File: src/hdl/cdtb_pkg.sv
// Shared types, constants and helpers for the character display text buffer.
// Used by cdtb_cell_mem, cdtb_cursor and char_display_text_buffer.
// No dependencies.
package cdtb_pkg;

    // Default number of columns per row
    localparam int COLUMNS_DEF = 16;

    // Fixed field widths of the command and result beats
    localparam int KIND_W     = 4;
    localparam int CHAR_W     = 8;
    localparam int TROW_W     = 2;
    localparam int TCOL_W     = 5;
    localparam int OUT_COL_W  = 4;
    localparam int IN_DATA_W  = 24;
    localparam int OUT_DATA_W = 16;

    // Character that an empty cell holds
    localparam logic [CHAR_W-1:0] SPACE_CHAR = 8'h20;

    // Command codes
    typedef enum logic [KIND_W-1:0] {
        KIND_PUT_IF_SPACE = 4'd0,
        KIND_PUT          = 4'd1,
        KIND_CLEAR        = 4'd2,
        KIND_CLEAR_AFTER  = 4'd3,
        KIND_UP           = 4'd4,
        KIND_DOWN         = 4'd5,
        KIND_RIGHT        = 4'd6,
        KIND_LEFT         = 4'd7,
        KIND_SET          = 4'd8,
        KIND_READ         = 4'd9
    } kind_t;

    // Latched command handed to the cursor unit
    typedef struct packed {
        kind_t             kind;
        logic [TROW_W-1:0] trow;
        logic [TCOL_W-1:0] tcol;
    } cmd_t;

    // Per-cycle operation on the cell memory
    typedef struct packed {
        logic rd_en;
        logic wr_en;
        logic clr_all;
        logic clr_after;
    } mem_op_t;

    // Target position lies on the display
    function automatic logic pos_valid(
        input logic [TROW_W-1:0] row,
        input logic [TCOL_W-1:0] col,
        input int                cols
    );
        logic [7:0] col_ext;
        logic [7:0] cols_ext;
        col_ext  = 8'(col);
        cols_ext = 8'(cols);
        return (row[1] == 1'b0) && (col_ext < cols_ext);
    endfunction

endpackage

File: src/hdl/cdtb_cell_mem.sv
// Character cell memory: synchronous RAM with registered read,
// plus per-cell valid bits so that clears take effect at once.
// Depends on cdtb_pkg.
module cdtb_cell_mem #(
    parameter int CELLS  = 32,
    parameter int ADDR_W = 5
) (
    input  logic                    clk,
    input  logic                    rst_n,
    input  cdtb_pkg::mem_op_t       op,
    input  logic [ADDR_W-1:0]       rd_addr,
    input  logic [ADDR_W-1:0]       wr_addr,
    input  logic [cdtb_pkg::CHAR_W-1:0] wr_data,
    input  logic [ADDR_W-1:0]       clr_from,
    output logic [cdtb_pkg::CHAR_W-1:0] rd_char
);
    import cdtb_pkg::*;

    logic [CHAR_W-1:0] mem [CELLS];
    logic [CELLS-1:0]  valid_reg;
    logic [CELLS-1:0]  keep_mask;
    logic [CHAR_W-1:0] rd_data_reg;
    logic              rd_valid_reg;

    // Keep cells up to and including the cursor on a clear-after
    always_comb
    begin
        for (int i = 0; i < CELLS; i++)
        begin
            keep_mask[i] = (ADDR_W'(i) <= clr_from);
        end
    end

    // Write the character array
    always_ff @(posedge clk)
    begin
        if (op.wr_en)
        begin
            mem[wr_addr] <= wr_data;
        end
    end

    // Registered read of data and valid bit
    always_ff @(posedge clk)
    begin
        if (op.rd_en)
        begin
            rd_data_reg  <= mem[rd_addr];
            rd_valid_reg <= valid_reg[rd_addr];
        end
    end

    // Track written cells; clears drop valid bits
    always_ff @(posedge clk or negedge rst_n)
    begin
        if (!rst_n)
        begin
            valid_reg <= '0;
        end
        else
        begin
            if (op.clr_all)
            begin
                valid_reg <= '0;
            end
            else if (op.clr_after)
            begin
                valid_reg <= valid_reg & keep_mask;
            end
            else if (op.wr_en)
            begin
                valid_reg[wr_addr] <= 1'b1;
            end
        end
    end

    // An unwritten cell reads as a space
    assign rd_char = rd_valid_reg ? rd_data_reg : SPACE_CHAR;

endmodule

File: src/hdl/cdtb_cursor.sv
// Cursor unit: holds cursor row, column and the space flag, and works out
// the command status and the next cursor state. Depends on cdtb_pkg.
module cdtb_cursor #(
    parameter int COLUMNS = 16,
    parameter int COL_W   = 4,
    parameter int ADDR_W  = 5
) (
    input  logic               clk,
    input  logic               rst_n,
    input  cdtb_pkg::cmd_t     cmd,
    input  logic               cell_space,
    input  logic               commit,
    output logic               row,
    output logic [COL_W-1:0]   col,
    output logic               space_flag,
    output logic [ADDR_W-1:0]  here_addr,
    output logic               ok,
    output logic               row_next,
    output logic [COL_W-1:0]   col_next,
    output logic               flag_next
);
    import cdtb_pkg::*;

    localparam int EXT_W = COL_W + TCOL_W;
    localparam logic [COL_W-1:0] LAST = COL_W'(COLUMNS - 1);

    logic             row_reg;
    logic [COL_W-1:0] col_reg;
    logic             flag_reg;
    logic             at_last;
    logic             at_end0;
    logic             pre_last;
    logic             adv_row;
    logic [COL_W-1:0] adv_col;
    logic             adv_flag;
    logic [EXT_W-1:0] tcol_ext;
    logic             tvalid;

    assign at_last  = row_reg && (col_reg == LAST);
    assign at_end0  = !row_reg && (col_reg == LAST);
    assign pre_last = row_reg && (col_reg == LAST - COL_W'(1));
    assign tcol_ext = EXT_W'(cmd.tcol);
    assign tvalid   = pos_valid(cmd.trow, cmd.tcol, COLUMNS);

    // Cursor after a write
    always_comb
    begin
        adv_row  = row_reg;
        adv_col  = col_reg;
        adv_flag = 1'b1;
        priority if (at_last)
        begin
            adv_flag = 1'b0;
        end
        else if (pre_last)
        begin
            adv_col  = LAST;
            adv_flag = 1'b0;
        end
        else if (at_end0)
        begin
            adv_row = 1'b1;
            adv_col = '0;
        end
        else
        begin
            adv_col = col_reg + COL_W'(1);
        end
    end

    // Next cursor state and status per command
    always_comb
    begin
        ok        = 1'b0;
        row_next  = row_reg;
        col_next  = col_reg;
        flag_next = flag_reg;
        unique case (cmd.kind)
            KIND_PUT_IF_SPACE:
            begin
                if (cell_space)
                begin
                    ok        = 1'b1;
                    row_next  = adv_row;
                    col_next  = adv_col;
                    flag_next = adv_flag;
                end
            end
            KIND_PUT:
            begin
                ok        = 1'b1;
                row_next  = adv_row;
                col_next  = adv_col;
                flag_next = adv_flag;
            end
            KIND_CLEAR:
            begin
                ok        = 1'b1;
                row_next  = 1'b0;
                col_next  = '0;
                flag_next = 1'b1;
            end
            KIND_CLEAR_AFTER:
            begin
                ok = 1'b1;
            end
            KIND_UP:
            begin
                if (row_reg)
                begin
                    ok       = 1'b1;
                    row_next = 1'b0;
                end
            end
            KIND_DOWN:
            begin
                if (!row_reg)
                begin
                    ok       = 1'b1;
                    row_next = 1'b1;
                end
            end
            KIND_RIGHT:
            begin
                if (at_end0)
                begin
                    ok       = 1'b1;
                    row_next = 1'b1;
                    col_next = '0;
                end
                else if (!at_last)
                begin
                    ok       = 1'b1;
                    col_next = col_reg + COL_W'(1);
                end
            end
            KIND_LEFT:
            begin
                if (row_reg && (col_reg == '0))
                begin
                    ok       = 1'b1;
                    row_next = 1'b0;
                    col_next = LAST;
                end
                else if (col_reg != '0)
                begin
                    ok       = 1'b1;
                    col_next = col_reg - COL_W'(1);
                end
            end
            KIND_SET:
            begin
                if (tvalid)
                begin
                    ok       = 1'b1;
                    row_next = cmd.trow[0];
                    col_next = tcol_ext[COL_W-1:0];
                end
            end
            KIND_READ:
            begin
                ok = tvalid;
            end
            default:
            begin
                ok = 1'b0;
            end
        endcase
    end

    // Hold cursor state; update on commit
    always_ff @(posedge clk or negedge rst_n)
    begin
        if (!rst_n)
        begin
            row_reg  <= 1'b0;
            col_reg  <= '0;
            flag_reg <= 1'b1;
        end
        else if (commit)
        begin
            row_reg  <= row_next;
            col_reg  <= col_next;
            flag_reg <= flag_next;
        end
    end

    assign row        = row_reg;
    assign col        = col_reg;
    assign space_flag = flag_reg;
    assign here_addr  = row_reg ? (ADDR_W'(COLUMNS) + ADDR_W'(col_reg)) : ADDR_W'(col_reg);

endmodule

File: src/hdl/char_display_text_buffer.sv
// Two-row character display buffer: top level with command sequencing.
// Depends on cdtb_pkg, cdtb_cell_mem and cdtb_cursor.
//
// Usage:
//   Commands enter on the s_ side, one beat per command; every command
//   gives exactly one result beat on the m_ side (status, read character,
//   cursor position and space flag after the command).
//   Each command passes through an accept cycle and an evaluate state: the
//   accept cycle issues the cell memory read (cell under the cursor, or the
//   target cell for a read), and the evaluate state (ST_EXEC) evaluates the
//   command, writes the cell memory, updates the cursor and loads the result
//   register. The registered read of the cell memory sets this split; a new
//   command is accepted only after the previous one has been evaluated, and
//   its result beat is valid once the result register is loaded.
//   Clears take effect at once through per-cell valid bits; there is no
//   clearing pass.
//   Reset: all cells read as spaces, cursor at row 0 column 0, space flag
//   set, no result pending.
//   Stall: a waiting result does not block acceptance of the next command;
//   that command waits in its evaluate cycle until the result register is
//   taken.
module char_display_text_buffer #(
    parameter int COLUMNS = cdtb_pkg::COLUMNS_DEF
) (
    input  logic                                clk,
    input  logic                                rst_n,
    // kind[3:0], char_code[11:4], target_row[13:12], target_column[18:14]
    input  logic [cdtb_pkg::IN_DATA_W-1:0]      s_tdata,
    input  logic                                s_tvalid,
    output logic                                s_tready,
    // ok[0], read_char[8:1], cursor_row[9], cursor_column[13:10],
    // space_left[14]
    output logic [cdtb_pkg::OUT_DATA_W-1:0]     m_tdata,
    output logic                                m_tvalid,
    input  logic                                m_tready
);
    import cdtb_pkg::*;

    localparam int CELLS  = 2 * COLUMNS;
    localparam int ADDR_W = $clog2(CELLS);
    localparam int COL_W  = $clog2(COLUMNS);
    localparam int EXT_W  = COL_W + TCOL_W;
    localparam int OEXT_W = COL_W + OUT_COL_W;

    typedef enum logic {
        ST_IDLE,
        ST_EXEC
    } state_t;

    state_t                state_reg;
    cmd_t                  cmd_reg;
    logic [CHAR_W-1:0]     char_reg;
    logic                  m_tvalid_reg;
    logic [OUT_DATA_W-1:0] m_tdata_reg;

    cmd_t                  in_cmd;
    logic [CHAR_W-1:0]     in_char;
    logic                  accept;
    logic                  fire;
    logic [EXT_W-1:0]      in_tcol_ext;
    logic [ADDR_W-1:0]     target_addr;
    logic [ADDR_W-1:0]     rd_addr;
    logic [ADDR_W-1:0]     here_addr;
    mem_op_t               op;
    logic [CHAR_W-1:0]     rd_char;
    logic                  cell_space;
    logic                  cur_row;
    logic [COL_W-1:0]      cur_col;
    logic                  cur_flag;
    logic                  ok;
    logic                  row_next;
    logic [COL_W-1:0]      col_next;
    logic                  flag_next;
    logic [CHAR_W-1:0]     read_char;
    logic [OEXT_W-1:0]     col_out_ext;

    // Unpack the command beat
    assign in_cmd.kind = kind_t'(s_tdata[3:0]);
    assign in_char     = s_tdata[11:4];
    assign in_cmd.trow = s_tdata[13:12];
    assign in_cmd.tcol = s_tdata[18:14];

    assign s_tready = (state_reg == ST_IDLE);
    assign accept   = s_tvalid && s_tready;
    assign fire     = (state_reg == ST_EXEC) && (!m_tvalid_reg || m_tready);

    // Read address: target cell for a read, cell under the cursor otherwise
    assign in_tcol_ext = EXT_W'(in_cmd.tcol);
    assign target_addr = in_cmd.trow[0]
                       ? (ADDR_W'(COLUMNS) + ADDR_W'(in_tcol_ext[COL_W-1:0]))
                       : ADDR_W'(in_tcol_ext[COL_W-1:0]);
    assign rd_addr     = (in_cmd.kind == KIND_READ) ? target_addr : here_addr;

    // Memory operation for this cycle
    assign cell_space   = (rd_char == SPACE_CHAR);
    assign op.rd_en     = accept;
    assign op.wr_en     = fire && ((cmd_reg.kind == KIND_PUT) ||
                                   ((cmd_reg.kind == KIND_PUT_IF_SPACE) && cell_space));
    assign op.clr_all   = fire && (cmd_reg.kind == KIND_CLEAR);
    assign op.clr_after = fire && (cmd_reg.kind == KIND_CLEAR_AFTER);

    cdtb_cell_mem #(
        .CELLS  (CELLS),
        .ADDR_W (ADDR_W)
    ) u_cell_mem (
        .clk      (clk),
        .rst_n    (rst_n),
        .op       (op),
        .rd_addr  (rd_addr),
        .wr_addr  (here_addr),
        .wr_data  (char_reg),
        .clr_from (here_addr),
        .rd_char  (rd_char)
    );

    cdtb_cursor #(
        .COLUMNS (COLUMNS),
        .COL_W   (COL_W),
        .ADDR_W  (ADDR_W)
    ) u_cursor (
        .clk        (clk),
        .rst_n      (rst_n),
        .cmd        (cmd_reg),
        .cell_space (cell_space),
        .commit     (fire),
        .row        (cur_row),
        .col        (cur_col),
        .space_flag (cur_flag),
        .here_addr  (here_addr),
        .ok         (ok),
        .row_next   (row_next),
        .col_next   (col_next),
        .flag_next  (flag_next)
    );

    // Result fields
    assign read_char   = ((cmd_reg.kind == KIND_READ) && ok) ? rd_char : '0;
    assign col_out_ext = OEXT_W'(col_next);

    // Latch the command on accept
    always_ff @(posedge clk)
    begin
        if (accept)
        begin
            cmd_reg  <= in_cmd;
            char_reg <= in_char;
        end
    end

    // Sequence commands and hold the result register
    always_ff @(posedge clk or negedge rst_n)
    begin
        if (!rst_n)
        begin
            state_reg    <= ST_IDLE;
            m_tvalid_reg <= 1'b0;
            m_tdata_reg  <= '0;
        end
        else
        begin
            unique case (state_reg)
                ST_IDLE:
                begin
                    if (accept)
                    begin
                        state_reg <= ST_EXEC;
                    end
                    if (m_tready)
                    begin
                        m_tvalid_reg <= 1'b0;
                    end
                end
                ST_EXEC:
                begin
                    if (fire)
                    begin
                        state_reg    <= ST_IDLE;
                        m_tvalid_reg <= 1'b1;
                        m_tdata_reg  <= OUT_DATA_W'({flag_next,
                                                     col_out_ext[OUT_COL_W-1:0],
                                                     row_next, read_char, ok});
                    end
                end
                default:
                begin
                    state_reg <= ST_IDLE;
                end
            endcase
        end
    end

    assign m_tvalid = m_tvalid_reg;
    assign m_tdata  = m_tdata_reg;

    // An accepted command enters the evaluate state in the next cycle
    assert property (@(posedge clk) disable iff (!rst_n)
        accept |=> (state_reg == ST_EXEC))
        else $error("accepted command not evaluated");

    // Evaluating a command always leaves a result pending
    assert property (@(posedge clk) disable iff (!rst_n)
        fire |=> m_tvalid)
        else $error("result lost after evaluation");

    // Cursor column stays on the display
    assert property (@(posedge clk) disable iff (!rst_n)
        (32'(cur_col) < COLUMNS))
        else $error("cursor column out of range");

    // Cursor state moves only when a command is evaluated
    assert property (@(posedge clk) disable iff (!rst_n)
        !fire |=> ($stable(cur_row) && $stable(cur_col) && $stable(cur_flag)))
        else $error("cursor changed without a command");

endmodule
File: config.mk
export PLATFORM = sky130hd
export DESIGN_NAME = char_display_text_buffer
export DESIGN_NICKNAME = d
export VERILOG_FILES = /design/src/hdl/cdtb_pkg.sv /design/src/hdl/cdtb_cell_mem.sv /design/src/hdl/cdtb_cursor.sv /design/src/hdl/char_display_text_buffer.sv
export SDC_FILE = /design/constraint.sdc
export NUM_CORES = 1
export LEC_CHECK = 0
export BUFFER_PORTS_ARGS = -buffer_cell sky130_fd_sc_hd__buf_2
export CAP_MARGIN = 10
export CORE_UTILIZATION = 60
export DETAILED_ROUTE_END_ITERATION = 16
export HOLD_SLACK_MARGIN = 0.02
export PLACE_DENSITY = 0.8
export SLEW_MARGIN = 40
export SYNTH_ARGS = -nofsm -noshare
export SYNTH_HDL_FRONTEND = slang
export SYNTH_HIERARCHICAL = 1
export SYNTH_SLANG_ARGS = --single-unit
File: constraint.sdc
create_clock -name clk -period 7.45 [get_ports clk]
set_input_delay 0.745 -clock clk [delete_from_list [all_inputs] [get_ports clk]]
set_output_delay 0.745 -clock clk [all_outputs]
set_load 0.01 [all_outputs]
==> results of run 1 <==
## cells in the mapped netlist (5+ instances only)
library cell	count	area, um^2
o21a_1	6	45.0
edfxtp_1	284	8530
mux4_2	90	2030
nor2_1	50	188
nor3b_1	5	37.5
dfrtp_1	54	1350
a21oi_1	13	65.1
mux2_2	22	248
a211oi_1	16	120
a41oi_1	27	236
o2bb2ai_1	9	78.8
and2_1	8	50.1
buf_1	7	26.3
clkbuf_1	30	113
inv_1	11	41.3
nand2_1	18	67.6
nor4_1	5	31.3
buf_2	7	35.0
nor2b_1	8	50.1
nand3_1	17	85.1
o21bai_1	5	37.5
o21ai_0	12	60.1
buf_4	13	97.6
a31oi_1	5	31.3
nor3_1	17	85.1
## cell type report
cell class,count,area [um^2],share of cell area
Clock buffer,48,987,0.0606
Clock inverter,14,170,0.0105
Inverter,15,58.8,0.00361
Multi-Input combinational cell,417,4360,0.268
Sequential cell,339,9910,0.608
Tap cell,319,399,0.0245
Timing Repair Buffer,58,398,0.0244
## kinds of logic (layout without fill, tap and decap cells)
family	count (synthesis)	count (layout)	synth area share
and+or+nand+nor	164	164	0.0617
other	1	1	0.000257
buffers and inverters	76	135	0.0257
DFF	339	339	0.679
adders and majority gates	3	3	0.00257
AOI/OAI and AO/OA	131	131	0.0708
xor gates and xnor gates	2	2	0.00120
muxes	116	116	0.159
## worst max-delay path: stages, from the launching register on
cell	delay, ns
dfrtp_1	0.33
buf_4	0.37
mux2_8	0.56
buf_4	0.66
mux4_2	0.62
mux4_2	0.55
mux2_2	0.30
## metrics by stage
stage	hold slack, ns	power (uW)	util	instance area [um^2]	std cells
2_1_floorplan	0.449	3270	-	14600	832
3_3_place_gp	0.473	3550	0.631	14900	1138
3_5_place_dp	0.491	3600	0.636	15100	1146
4_1_cts	0.390	5360	0.685	16200	1208
5_1_grt	0.402	5540	0.688	16300	1210
6_report	0.366	5360	0.688	16300	1210
## path summary, 6_finish.rpt
path,start,to,slack (ns),cells past startpoint
max,u_cursor/col[1]$_DFFE_PN0P_,u_cell_mem/rd_data_reg[4]$_DFFE_PP_,3.76,6
min,rst_n,u_cursor/col[0]$_DFFE_PN0P_,0.37,2
max reg2reg,u_cursor/col[1]$_DFFE_PN0P_,u_cell_mem/rd_data_reg[4]$_DFFE_PP_,3.76,6
min reg2reg,m_tdata[0]$_DFFE_PN0P_,m_tdata[0]$_DFFE_PN0P_,0.50,1
max in group asynchronous,rst_n,state_reg$_DFF_PN0_,6.60,2
min in group clk,s_tdata[18],cmd_reg[4]$_DFFE_PP_,0.41,1
## placed cells by master (no fill, tap or decap), types with 7 or more instances in the layout
cell	instances
edfxtp_1	284
mux4_2	90
dfrtp_1	54
buf_2	39
nor2_1	38
clkbuf_16	37
a41oi_1	27
mux2_2	20
nand2_1	18
nand3_1	17
nor3_1	17
a211oi_1	16
a21oi_1	13
nor2_2	12
o21ai_0	12
inv_1	11
o2bb2ai_1	9
clkbuf_1	9
buf_4	9
and2_1	8
nor2b_1	7
## routing by layer
metal | global-route usage | share of wire
met1 | 0.351 | 0.38
met2 | 0.433 | 0.50
met3 | 0.0556 | 0.093
met4 | 0.0939 | 0.029
met5 | 0 | 0
## report_power, final
part,internal (uW),switching [uW]
registers,2160,61.8
clock network,1070,692
logic,603,771
total,3830,1520
==> results.toml, run 1 <==
[yosys]
synth_edf_count = 284
synth-seq-cells = 339
post_synth_inst_count = 832
synthArstFlopShare = 0.162
syn_area_mm2 = 0.0146
ys.flop_type = "edfxtp_1"
avgSynthCellArea_um2 = 17.5
synth_warnings = 6
yosysUniqueCellTypes = 78
seq_area_frac_synth = 0.679
syn_nets = 863

[die]
ios = 46
initial_core_util = 0.616
die-area_mm2 = 0.0249
die_x_um = 158
fp-row-count = 56
core_mm2 = 0.0237
die_y_um = 158

[timing]
setup_viol = 0
fin_crit_sh = 0.496
rsz0062_at_grt = "false"
tightest_slew_ns = 0.874
maxSlewViolCount = 0
fin_crit_ns = 3.69
max_slew_margin = 0.415
clock_skew_ns = 0.0204
hold_viol_final = 0
fmax_mhz = 271
setup_tns_ns = 0
finalWorstSetupSlack_ns = 3.76

[placement]
io_buffers = 39
pre_cts_slack_ns = 2.92
hpwlAfterDp_um = 19500
place_congestion = 0.880

[grt]
grt_pass1_wl_um = 48100
grt.total_usage = 0.264
grt.overflow.total = 0
grt_max_degree = 56
first_global_vias = 8269
antenna_found_initial = 0

[finish]
drive_gt1_frac = 0.286
diodes = 0
area_delta_synth_final_pct = 11.6
largest_reg_flops = 256
fill_cells = 1489
nNetsFinal = 897

[setup_path]
end_kind = "flip-flop"
crit_type = "flip-flop to flip-flop"
cp_max_fo = 41
cp_data_arrival_time_ns = 3.95
startpoint_type = "flip-flop"
critPathRequiredTime_ns = 7.71

[clocking]
root_buffer = "clkbuf_16"
numCtsBuffers = 35
path_clk_slew_ns = 0.06
clk_path_buf_depth = 3
postCtsSetupRepairBufs = 0
clock_latency_ns = 0.51
holdBufCountCts = 0
cts_tree = "done"
h-tree-depth = 2
cts.sinks = 339
ctsResizeCount = 0

[routing]
ant_nets = 0
viasPerCell = 6.82
drt-total-wl_um = 31400
detail_route.wl_per_cell_um = 26.0
num_vias = 8252
drc = 0
firstDrtPassIters = 5
drt_iter0_drc = 1206

[run_status]
status = "complete, no violations"

[pwr]
leakagePower_uw = 0.00539
peakVddDrop_mv = 0.239
power_density_mw_per_mm2 = 329

[flow_run]
cap_viol_max_count = 0

[worst_hold_path]
hold_path_class = "input port to async pin"
No activity file was read; power rests on OpenSTA's default activity.
==> run 2, diff against run 1 <==
==> constraint.sdc (replaced) <==
create_clock -name clk -period 3.8 [get_ports clk]
set_input_delay 0.38 -clock clk [delete_from_list [all_inputs] [get_ports clk]]
set_output_delay 0.38 -clock clk [all_outputs]
set_load 0.01 [all_outputs]
==> results.toml, run 2 (synthesis gave the netlist of run 1 again) <==
[run_status]
status = "complete, no violations"

[timing]
max_slew_margin = 0.496
setup_viol = 0
rsz0062_at_grt = "false"
fin_crit_ns = 3.10
fin_crit_sh = 0.815
hold_viol_final = 0
maxSlewViolCount = 0
fmax_mhz = 323
clock_skew_ns = 0.0128
setup_tns_ns = 0
tightest_slew_ns = 0.753

[grt]
antenna_found_initial = 3
grt_pass1_wl_um = 49800
grt.total_usage = 0.275
grt_max_degree = 46
first_global_vias = 8402
grt.overflow.total = 0

[finish]
mostFrequentLayoutCells = "edfxtp_1, mux4_2, dfrtp_1"
diodes = 0
fill_cells = 1446
final_area_mm2 = 0.0165
nNetsFinal = 937
largest_reg_flops = 256
drive_gt1_frac = 0.308
mostFrequentLayoutCell = "edfxtp_1"
area_delta_synth_final_pct = 13.3

[setup_path]
startpoint_type = "flip-flop"
r2r-start = "u_cell_mem/rd_valid_reg$_DFFE_PP_"
cp_data_arrival_time_ns = 3.24
path_cells = "and2_1 > nor4_1 > and4b_1 > o2111a_1 > nand3_1 > nor2_1"
cp_max_fo = 8
cp_slowest_cell = "nor2_1"
crit_type = "flip-flop to flip-flop"
r2r_setup_slack_ns = 0.70
cp_num_buf_inv = 0
end_kind = "flip-flop"
slowest_delay_ns = 0.68
r2r_cells = 6
critPathRequiredTime_ns = 3.94
critPathTopFamily = "simple AND/OR/NAND/NOR gates"
worstReg2RegEnd = "u_cell_mem/mem[17][3]$_DFFE_PP_"

[routing]
firstDrtPassIters = 6
num_vias = 8421
drt-total-wl_um = 32600
ant_nets = 0
drt_iter0_drc = 1032
drc = 0
detail_route.wl_per_cell_um = 26.1
viasPerCell = 6.73

[clocking]
path_clk_slew_ns = 0.06
numCtsBuffers = 35
root_buffer = "clkbuf_16"
postCtsSetupRepairBufs = 0
clock_latency_ns = 0.52
h-tree-depth = 2
clk_path_buf_depth = 3
cts_tree = "done"
cts.sinks = 339

[placement]
io_buffers = 39
hpwlAfterDp_um = 20600
place_congestion = 0.880
placement.cell_area_mm2 = 0.0154

[die]
die_x_um = 158
initial_core_util = 0.616
ios = 46
die_y_um = 158
die-area_mm2 = 0.0249
fp-row-count = 56
core_mm2 = 0.0237

[pwr]
leakagePower_uw = 0.00558
power_density_mw_per_mm2 = 633
peakVddDrop_mv = 0.379
power_uw = 10500

[worst_hold_path]
min_to = "cmd_reg[6]$_DFFE_PP_"
hold_path_class = "input port to flip-flop"
hp-start = "s_tdata[13]"
hold_depth = 1

[flow_run]
cap_viol_max_count = 0
run 2: cell types whose count changed in the layout (fill, tap and decap cells not counted), sizes merged:
cell / change
clkinv: +10
clkbuf: -10
inv: +2
dlygate4sd3: +1
buf: +39
clkinvlp: +2
bufinv: -2
run 2: worst max-delay path by stage:
stage                                            startpoint  slack (ns)                             endpoint  cells after the start
after global placement                           s_tdata[2]        0.57  u_cell_mem/rd_data_reg[4]$_DFFE_PP_                      7
after global routing      u_cell_mem/rd_valid_reg$_DFFE_PP_        0.57      u_cell_mem/mem[17][4]$_DFFE_PP_                      6
final                     u_cell_mem/rd_valid_reg$_DFFE_PP_        0.70      u_cell_mem/mem[17][3]$_DFFE_PP_                      6
after CTS                 u_cell_mem/rd_valid_reg$_DFFE_PP_        0.74      u_cell_mem/mem[17][4]$_DFFE_PP_                      6
after detailed placement                         s_tdata[2]        0.49  u_cell_mem/rd_data_reg[6]$_DFFE_PP_                      7
after floorplan                                  s_tdata[2]        1.00  u_cell_mem/rd_data_reg[0]$_DFFE_PP_                      7
run 2: final cells by class:
cell class / instances / area (um^2) / area share
clock buffers: 38 / 897 / 0.0543
multi-input cells: 417 / 4320 / 0.262
flip-flops and latches: 339 / 9910 / 0.599
repair buffers: 98 / 747 / 0.0452
well taps: 319 / 399 / 0.0241
inverters: 15 / 58.8 / 0.00356
clock inverters: 26 / 201 / 0.0122
run 2: timing repair:
item	4_1_cts	5_1_grt
gates resized for setup	0	0
hold buffers	1	0
hold endpoints to repair	21	0
run 2: worst register-to-register path, stage by stage (launching register included):
cell	delay (ns)
edfxtp_1	0.48
and2_1	0.21
nor4_1	0.27
and4b_1	0.38
o2111a_1	0.40
nand3_1	0.31
nor2_1	0.68
run 2: through the flow:
step / utilization / instances / hold WS, ns / setup WS [ns]
finish: 0.698 / 1252 / 0.0406 / 0.704
global route: 0.698 / 1252 / 0.0336 / 0.572
detailed placement: 0.651 / 1186 / 0.394 / 0.489
CTS: 0.697 / 1251 / 0.0254 / 0.739
floorplan: - / 832 / 0.0844 / 1.00
global placement: 0.646 / 1177 / 0.370 / 0.570
run 2: layer usage:
metal	GRT usage	wire length (um)	part of all wire
met5	0	8	0.00025
met4	0.104	1170	0.036
met3	0.0539	2720	0.083
met2	0.460	16400	0.50
met1	0.361	12300	0.38
run 2: power by group:
| part | internal (uW) | switching (uW) | total, uW |
|---|---|---|---|
| combinational | 1250 | 1540 | 2790 |
| clock | 1860 | 1420 | 3280 |
| sequential | 4240 | 151 | 4390 |
| total | 7350 | 3110 | 10500 |
